**config.mk**
```make
export PLATFORM = sky130hd
export DESIGN_NAME = iss_cell
export DESIGN_NICKNAME = d
export VERILOG_FILES = /design/src/sv/iss_pkg.sv /design/src/sv/iss_cell.sv
export SDC_FILE = /design/constraint.sdc
export NUM_CORES = 1
export LEC_CHECK = 0
export BUFFER_PORTS_ARGS = -buffer_cell sky130_fd_sc_hd__buf_2
export CORE_MARGIN = 3
export CORE_UTILIZATION = 52
export CTS_CLUSTER_DIAMETER = 120
export CTS_CLUSTER_SIZE = 20
export DETAILED_ROUTE_END_ITERATION = 16
export PLACE_DENSITY = 0.95
export REMOVE_ABC_BUFFERS = 1
export SYNTH_ARGS = -nofsm -noshare
export SYNTH_HDL_FRONTEND = slang
export SYNTH_SLANG_ARGS = --single-unit
```
**constraint.sdc**
```tcl
create_clock -name clock -period 8.5 [get_ports clock]
set_clock_uncertainty 0.1 [all_clocks]
set_input_delay 2.55 -clock clock [delete_from_list [all_inputs] [get_ports clock]]
set_output_delay 2.55 -clock clock [all_outputs]
set_load 0.005 [all_outputs]
```
**src/sv/iss_pkg.sv**
```systemverilog
// ----------------------------------------------------------------------------
// iss_pkg
// Shared constants and types for the integer sequence sorter: data width,
// default capacity, the slot carried between cells and the per-cycle command
// that the controller drives into every cell of the chain.
// ----------------------------------------------------------------------------
package iss_pkg;

   localparam int ISS_DATA_W    = 32;
   localparam int ISS_MAX_ITEMS = 64;

   // one stored or travelling element
   typedef struct packed {
      logic                         valid;
      logic signed [ISS_DATA_W-1:0] value;
   } slot_type;

   // command broadcast to every cell
   typedef struct packed {
      logic load;
      logic shift_left;
      logic shift_right;
   } ctrl_type;

endpackage

```
**src/sv/iss_cell.sv**
```systemverilog
// ----------------------------------------------------------------------------
// iss_cell
// One cell of the insertion chain. While loading it keeps the smaller of its
// held element and the arriving one and hands the other to the right. While
// draining it takes the held element of its right or left neighbor.
// ----------------------------------------------------------------------------
module iss_cell
   import iss_pkg::*;
(
   input  logic     clock,
   input  logic     reset,
   input  ctrl_type ctrl,
   input  slot_type arrive,
   input  slot_type left_held,
   input  slot_type right_held,
   output slot_type held,
   output slot_type pass
);

   slot_type held_ff, held_in;
   slot_type pass_ff, pass_in;

   // compare and swap, or shift along the chain
   always_comb begin
      held_in       = held_ff;
      pass_in       = pass_ff;
      pass_in.valid = 1'b0;
      priority if (ctrl.load) begin
         if (arrive.valid) begin
            if (!held_ff.valid) begin
               held_in = arrive;
            end else if (arrive.value < held_ff.value) begin
               held_in = arrive;
               pass_in = held_ff;
            end else begin
               pass_in = arrive;
            end
         end
      end else if (ctrl.shift_left) begin
         held_in = right_held;
      end else if (ctrl.shift_right) begin
         held_in = left_held;
      end
   end

   always_ff @(posedge clock) begin
      if (reset) begin
         held_ff.valid <= 1'b0;
         pass_ff.valid <= 1'b0;
      end else begin
         held_ff <= held_in;
         pass_ff <= pass_in;
      end
   end

   assign held = held_ff;
   assign pass = pass_ff;

endmodule

```
* Yosys cells after proc, flatten, opt, wreduce, memory -nomap -nowiden *
Index checks and enable logic that the tools add are counted.

cells by class
  $lt $le $gt $ge = 1
  reductions and logical operators = 5
  equality and inequality tests = 2
  mux-type cells = 7
  bitwise operators = 4

operators with widths
  operator                                                                 number
  33-bit two-way mux                                                       4
  32-bit two-way mux                                                       3
  32-bit < comparator                                                      1
  4-bit AND reduction                                                      2
  1-bit NOT                                                                4
  4-bit OR reduction                                                       1
  3-bit by 2-bit inequality test with 1-bit output, second input constant  1
  3-bit nonzero test                                                       1
  2-bit by 1-bit inequality test with 1-bit output, second input constant  1
  2-bit AND reduction                                                      1

storage, ports and cells
  logic and storage cells = 23
  register bits after elaboration = 66

* Depth between registers and ports, before layout *
Gate-level depths: netlist (run 1).

  depth in word-level cells = 5
  mapped depth = 9
  mapped depth without buffers = 8

* Least setup slack after synthesis (run 1) *
No wires, ideal clock.

  kind = input port to flip-flop
  start = input ctrl[2] (netlist name)
  end = register pass_ff (netlist bit pass[0]), enable pin
  library setup time = 470 ps
  data arrival time = 5310 ps
  buffers on the path = 1
  stages on the path = 3
  setup slack = 2620 ps
  path through = clkbuf_1 nand2_1 nor3b_1

on the way
  longest elaborated chain between the ends = 1

ends and longest elaborated chain
  what                                  RTL line        text
  start: declaration                    iss_cell.sv:12  input ctrl_type ctrl,
  4-bit AND reduction (no source line)  n/a
  end signal: assignment                iss_cell.sv:52  pass_ff <= pass_in;
  end: declaration                      iss_cell.sv:21  slot_type pass_ff, pass_in;

No other way between the ends.
A chain may end at the register's enable or synchronous reset.

* Worst setup path after layout (run 1) *
  start = input arrive[25] (netlist name)
  end = register held_ff (netlist bit held[9]), enable pin

on the way
  longest elaborated chain between the ends = 3

ends and longest elaborated chain
  what                                                               RTL line        text
  start: declaration                                                 iss_cell.sv:13  input slot_type arrive,
  32-bit < comparator                                                iss_cell.sv:32  end else if (arrive.value < held_ff.value) begin
  3-bit by 2-bit inequality test with 1-bit output (no source line)  n/a
  4-bit AND reduction (no source line)                               n/a
  end signal: assignment                                             iss_cell.sv:51  held_ff <= held_in;
  end: declaration                                                   iss_cell.sv:20  slot_type held_ff, held_in;

No other way between the ends.

==> results of run 1 <==
## area by class of cell
class	instances	area (µm²)	area share
inverter	33	124	0.0251
tap	96	120	0.0243
sequential	66	1960	0.397
clock buffer	11	131	0.0266
timing repair buffer	172	868	0.176
multi-input combinational	218	1720	0.347
clock inverter	5	21.3	0.00430
## cell usage after synthesis, drive strengths merged (3+ instances only)
| library cell | number |
|---|---|
| mux2 | 32 |
| o21ai | 35 |
| inv | 33 |
| edfxtp | 64 |
| a21oi | 14 |
| clkbuf | 10 |
| buf | 4 |
| ha | 31 |
| nor2 | 6 |
| nand3 | 3 |
| mux2i | 32 |
| and4 | 3 |
| nand4 | 3 |
| nand2 | 39 |
## flip-flops by register name (all words and copies together) (netlist names)
name,cells
held,33
pass,33
## per-layer routing
metal | vias to the layer above | wire length (µm)
met5 | - | 0
li1 | 1552 | -
met1 | 1417 | 3900
met2 | 129 | 4700
met4 | 0 | 146
met3 | 15 | 567
## kinds of logic after synthesis
family,Yosys count,synth area share
DFF,66,0.507
muxes,64,0.176
AOI/OAI and AO/OA,62,0.0947
and+or+nand+nor,61,0.0711
buffers and inverters,47,0.0514
adders and majority gates,31,0.100
## worst max-delay path, stage by stage
cell and delay [ns]:
buf_2 0.11, ha_1 0.30, a21o_1 0.18, a221o_1 0.34
a211oi_2 0.27, o22ai_1 0.16, a211oi_4 0.25, o21a_1 0.61
buf_4 0.39
## final timing paths
| check | startpoint | endpoint | slack, ns | cells past startpoint |
|---|---|---|---|---|
| worst min-delay path | held[5]$_DFFE_PP_ | pass[5]$_DFFE_PP_ | 0.51 | 1 |
| worst max register to register | held[27]$_DFFE_PP_ | held[9]$_DFFE_PP_ | 5.17 | 9 |
| worst max-delay path | arrive[25] | held[9]$_DFFE_PP_ | 3.25 | 9 |
| worst min register to register | held[5]$_DFFE_PP_ | pass[5]$_DFFE_PP_ | 0.51 | 1 |
## power groups by stage
stage	clock (mW)	sequential [mW]	combinational (mW)
finish	0.209	0.390	0.165
global route	0.230	0.391	0.185
CTS	0.215	0.390	0.167
detailed placement	0	0.397	0.166
global placement	0	0.396	0.158
floorplan	0	0.397	0.0900
==> summary.log, run 1 <==
qor: grt.met3_track_demand_over_resource_in_global_routing 0.0345
qor: power_and_ir_drop.cellPowerDensity 155 nW/µm²
qor: worst_setup_path.setup.worst_path.start_class input port
qor: routing.via_count 3113
qor: power_and_ir_drop.total_leakage_power 2.34 nW
qor: cts.cts_buffers 9
qor: floorplan.floorplan.core_area 7020 µm²
qor: layout.fin_cells 601
qor: timing.finalWorstSetupSlack 3.25 ns
qor: grt.most_utilized_layer_in_the_global_route_result met2
qor: cts.cts_setup_buffers 0
qor: synth.postSynthCellCount 331
qor: cts.cts_resized 0
qor: power_and_ir_drop.sw_frac_of_total 0.259
qor: cts.cts.sink_count 66
qor: cts.clk_pin_slew 0.07 ns
qor: placement.detailed_place_hpwl 7230 µm
qor: layout.total_of_fill_cells_in_the_finished_design 538
qor: timing.max_freq 190 MHz
qor: grt.first_global_vias 3142
qor: grt.global_route.usage.total 0.221
qor: timing.tns 0 ns
qor: placement.place.port_buffers 169
qor: synth.synth_async_sr_flop_share 0
qor: grt.antenna_found_initial 0
qor: routing.antenna_left 0
qor: power_and_ir_drop.pwr-share-comb 0.216
qor: layout.most-common-layout-cells 169 x buf_2, 64 x edfxtp_1, 39 x nand2_1
qor: cts.insertion_delay 0.33 ns
qor: layout.area.growth.synth_to_final 27.7%
qor: synth.synth_top_cells_by_area edfxtp_1 50%, ha_1 10%, mux2_2 8.7%
qor: placement.placed_cell_area 4790 µm²
qor: worst_setup_path.critical_path.max_fanout 18
qor: floorplan.floorplan.die_area 8520 µm²
qor: routing.wire_per_inst 15.5 µm
qor: power_and_ir_drop.power 764 µW
qor: synth.postSynth.topFlopCell edfxtp_1
qor: layout.drive_above_1_share 0.428
qor: grt.grt_start_max_net_pins 69
qor: timing.setup_viol_count_final 0
qor: routing.remaining_drc_errors 0
qor: run.maxCapViolations 0
qor: worst_setup_path.path_class input port to flop
qor: power_and_ir_drop.net-switching-power 198 µW
qor: cts.cts-hold-fix-buffers 0
qor: layout.finalInstanceArea 4940 µm²
qor: synth.synth_seq_area_share 0.507
qor: worst_setup_path.critical_path_sink_type flop
qor: power_and_ir_drop.worst_ir_drop_vdd 0.0841 mV
qor: cts.ctsHtreeMaxLevel 3
qor: routing.avgViaCountPerCell 5.18
qor: floorplan.top_level_ports 170
qor: placement.dp.cells 585
qor: synth.yosys.cell_types.count 33
qor: timing.unrepaired_setup_endpoints_after_global_routing no
qor: power_and_ir_drop.p_int 566 µW
qor: timing.finalCritPeriodShare 0.618
qor: placement.pre_cts_slack 2.89 ns
qor: timing.final.hold.worst_slack 0.506 ns
qor: layout.layout_commonest_cell buf_2
qor: synth.post_synth.cell_area_avg 11.7 µm²
qor: grt.grt_pass1_wl 14800 µm
qor: cts.cts_tree built
qor: worst_setup_path.required_time_of_the_critical_path 8.41 ns
qor: outcome.run_status finished clean
qor: power_and_ir_drop.pwr-share-seq 0.510
qor: synth.yosys_register_bits 66
qor: layout.final_nets 635
qor: placement.finalWeightedCongestion 0.794
qor: timing.tightest_slew 1.05 ns
qor: synth.yosysTopAreaCellShare 0.496
qor: synth.synth_warnings 0
qor: timing.final_max_slew_viol_count 0
qor: worst_setup_path.worst_ep_arrival 5.16 ns
qor: grt.grt_use_met2 0.392
qor: timing.final.min_clock_period 5.25 ns
qor: floorplan.fp.dieW 92.3 µm
qor: timing.timing.slew.headroom 0.299
qor: synth.synthDominantAreaCellType edfxtp_1
qor: routing.totalWireLength 9320 µm
qor: cts.clk_path_buf_depth 2
qor: cts.ctsRootBufferMaster clkbuf_8
qor: power_and_ir_drop.power.clock.fraction 0.274
qor: floorplan.die_h 92.3 µm
qor: timing.report.final.hold_viol_count 0
qor: layout.postLayoutCoreUtil 0.704
qor: min_path.timing.hold.worst.class flop to flop
qor: routing.initialDrtViolationCount 127
qor: grt.gr-usage-met1 0.275
qor: floorplan.std_cell_rows 30
qor: layout.num_antenna_cells 0
qor: floorplan.floorplan.initialDensity 0.552
qor: routing.first_pass_iteration_count_of_the_detailed_router 4
qor: synth.synthesis.area 3870 µm²
qor: synth.synth-edff-count 64
qor: grt.globalRoute.totalOverflow 0
No activity file was read; power rests on OpenSTA's default activity.
==> run 2, diff against run 1 <==
ABC_AREA = 1   (was default)
CORE_UTILIZATION = 48   (was 52)
PLACE_DENSITY = 0.9   (was 0.95)
clock period = 4.9 ns   (was 8.5 ns; I/O delays follow)
==> summary.log, run 2 <==
qor: outcome.run_status finished clean
qor: cts.cts_buffers 9
qor: grt.gr-usage-met1 0.274
qor: routing.via_count 3798
qor: cts.cts_setup_buffers 0
qor: grt.antenna_found_initial 0
qor: routing.first_pass_iteration_count_of_the_detailed_router 5
qor: run.maxCapViolations 0
qor: placement.finalWeightedCongestion 0.800
qor: routing.wire_per_inst 15.2 µm
qor: layout.most-common-layout-cells 169 x buf_2, 146 x nand2_1, 78 x a21oi_1
qor: floorplan.fp.dieW 96.9 µm
qor: routing.remaining_drc_errors 0
qor: layout.multi_input_area 1720 µm²
qor: worst_setup_path.critical_path.max_fanout 31
qor: cts.clk_pin_slew 0.07 ns
qor: synth.post_synth_most_frequent_cells 146 x nand2_1, 78 x a21oi_1, 64 x edfxtp_1
qor: synth.postSynth.topFlopCell edfxtp_1
qor: timing.max_freq 292 MHz
qor: power_and_ir_drop.pwr-share-comb 0.204
qor: power_and_ir_drop.cellPowerDensity 296 nW/µm²
qor: grt.globalRoute.totalOverflow 0
qor: placement.placed_cell_area 4860 µm²
qor: grt.grt_start_max_net_pins 33
qor: layout.drive_above_1_share 0.328
qor: worst_setup_path.path_class input port to flop
qor: worst_setup_path.critical_path_sink_type flop
qor: power_and_ir_drop.pwr-share-seq 0.450
qor: synth.synth_most_common_cell nand2_1
qor: layout.area.growth.synth_to_final 28.1%
qor: layout.finalInstanceArea 5090 µm²
qor: timing.tightest_slew 1.14 ns
qor: grt.global_route.usage.total 0.234
qor: timing.setup_viol_count_final 0
qor: cts.insertion_delay 0.33 ns
qor: routing.antenna_left 0
qor: placement.place.port_buffers 169
qor: power_and_ir_drop.sw_frac_of_total 0.271
qor: synth.yosysTopAreaCellShare 0.484
qor: worst_setup_path.number_of_cells_on_the_worst_reg_to_reg_path 12
qor: timing.report.final.hold_viol_count 0
qor: routing.totalWireLength 11200 µm
qor: synth.yosys_register_bits 66
qor: layout.fin_cells 737
qor: worst_setup_path.critical_path.reg2reg.startpoint held[27]$_DFFE_PP_
qor: floorplan.std_cell_rows 32
qor: cts.ctsRootBufferMaster clkbuf_8
qor: floorplan.floorplan.initialDensity 0.503
qor: worst_setup_path.worst_ep_arrival 3.40 ns
qor: floorplan.top_level_ports 170
qor: synth.synthesis.area 3970 µm²
qor: worst_setup_path.critical_path.endpoint pass[5]$_DFFE_PP_
qor: synth.synth_async_sr_flop_share 0
qor: cts.cts_resized 0
qor: timing.final.min_clock_period 3.42 ns
qor: floorplan.die_h 96.9 µm
qor: power_and_ir_drop.power.clock.fraction 0.346
qor: synth.synth_top_cells_by_area edfxtp_1 48%, nand2_1 14%, a21oi_1 9.8%
qor: timing.timing.slew.headroom 0.242
qor: grt.most_utilized_layer_in_the_global_route_result met2
qor: worst_setup_path.required_time_of_the_critical_path 4.88 ns
qor: worst_setup_path.rrSetupSlack 2.30 ns
qor: layout.final_nets 765
qor: grt.grt_pass1_wl 17700 µm
qor: layout.seq_area 1960 µm²
qor: synth.synthDominantAreaCellType edfxtp_1
qor: synth.synth_seq_area_share 0.494
qor: layout.layout_commonest_cell buf_2
qor: placement.detailed_place_hpwl 8340 µm
qor: synth.yosys.cell_types.count 23
qor: worst_setup_path.critPathLaunch arrive[27]
qor: synth.synth_warnings 0
qor: cts.cts_tree built
qor: power_and_ir_drop.p_int 1.10 mW
qor: worst_setup_path.setup.worst_path.start_class input port
qor: layout.total_of_fill_cells_in_the_finished_design 696
qor: synth.synth-edff-count 64
qor: cts.clk_path_buf_depth 2
qor: floorplan.floorplan.die_area 9400 µm²
qor: power_and_ir_drop.net-switching-power 408 µW
qor: routing.initialDrtViolationCount 182
qor: floorplan.floorplan.core_area 7890 µm²
qor: layout.num_antenna_cells 0
qor: min_path.timing.hold.worst.class flop to flop
qor: timing.unrepaired_setup_endpoints_after_global_routing no
qor: grt.met3_track_demand_over_resource_in_global_routing 0.0483
qor: cts.cts-hold-fix-buffers 0
qor: timing.tns 0 ns
qor: cts.ctsHtreeMaxLevel 3
qor: placement.dp.cells 721
qor: synth.postSynthCellCount 465
qor: grt.first_global_vias 3849
qor: power_and_ir_drop.total_leakage_power 2.57 nW
qor: grt.grt_use_met2 0.422
qor: power_and_ir_drop.worst_ir_drop_vdd 0.194 mV
qor: worst_setup_path.reg2reg_capture_point pass[5]$_DFFE_PP_
qor: timing.finalCritPeriodShare 0.699
qor: cts.cts.sink_count 66
qor: timing.final_max_slew_viol_count 0
qor: routing.avgViaCountPerCell 5.15
qor: synth.post_synth.cell_area_avg 8.54 µm²
run 2: layout make-up:
cell class	count	area share
clock buffer	14	0.0320
timing repair buffer	174	0.174
multi-input combinational	334	0.339
tap	102	0.0251
sequential	66	0.386
inverter	45	0.0332
clock inverter	2	0.0118
run 2: kinds of logic after synthesis:
kind of cell	after synthesis	share of synthesized area
adder cells (fa/ha/maj)	31	0.0977
buffers and inverters	65	0.0737
multiplexers	1	0.00252
AO/OA/AOI/OAI	85	0.110
flip-flops	66	0.494
AND/OR/NAND/NOR	217	0.222
run 2: routing by layer:
| layer | up-vias | wire, µm |
|---|---|---|
| li1 | 1866 | - |
| met1 | 1763 | 4420 |
| met2 | 155 | 5870 |
| met3 | 14 | 726 |
| met4 | 0 | 173 |
| met5 | - | 0 |
run 2: how the worst min path moves through the flow:
stage                          startpoint               endpoint  slack (ns)  depth (start not counted)
finish              held[32]$_SDFFE_PP0P_  held[32]$_SDFFE_PP0P_        0.40                          2
global route        held[32]$_SDFFE_PP0P_  held[32]$_SDFFE_PP0P_        0.44                          2
CTS                 held[32]$_SDFFE_PP0P_  held[32]$_SDFFE_PP0P_        0.40                          2
detailed placement  held[32]$_SDFFE_PP0P_  held[32]$_SDFFE_PP0P_        0.40                          2
global placement    held[32]$_SDFFE_PP0P_  held[32]$_SDFFE_PP0P_        0.37                          2
floorplan           held[32]$_SDFFE_PP0P_  held[32]$_SDFFE_PP0P_        0.37                          2
run 2: through the flow:
step | setup slack (ns) | power [mW] | util | hold slack (ns)
after floorplan | 1.20 | 0.857 | - | 0.371
after global placement | 1.26 | 0.976 | 0.617 | 0.369
after detailed placement | 1.09 | 0.998 | 0.617 | 0.397
after CTS | 1.45 | 1.51 | 0.645 | 0.404
after global routing | 1.24 | 1.59 | 0.645 | 0.442
final | 1.48 | 1.50 | 0.645 | 0.398
run 2: worst max-delay path, cell delays in order:
cell and delay [ns]:
buf_2 0.12, ha_1 0.31, a21oi_1 0.16, o21ai_0 0.13, nand2_1 0.08, nand3_1 0.08
a21oi_2 0.23, nand2_4 0.10, nand2_2 0.08, nand2_2 0.36, nand2_1 0.19, nand2_1 0.07
run 2: power groups by stage:
stage          logic (mW)  clock network (mW)  registers (mW)
6_report            0.307               0.520           0.677
5_1_grt             0.351               0.556           0.679
4_1_cts             0.309               0.527           0.677
3_5_place_dp        0.308                   0           0.690
3_3_place_gp        0.288                   0           0.688
2_1_floorplan       0.167                   0           0.690
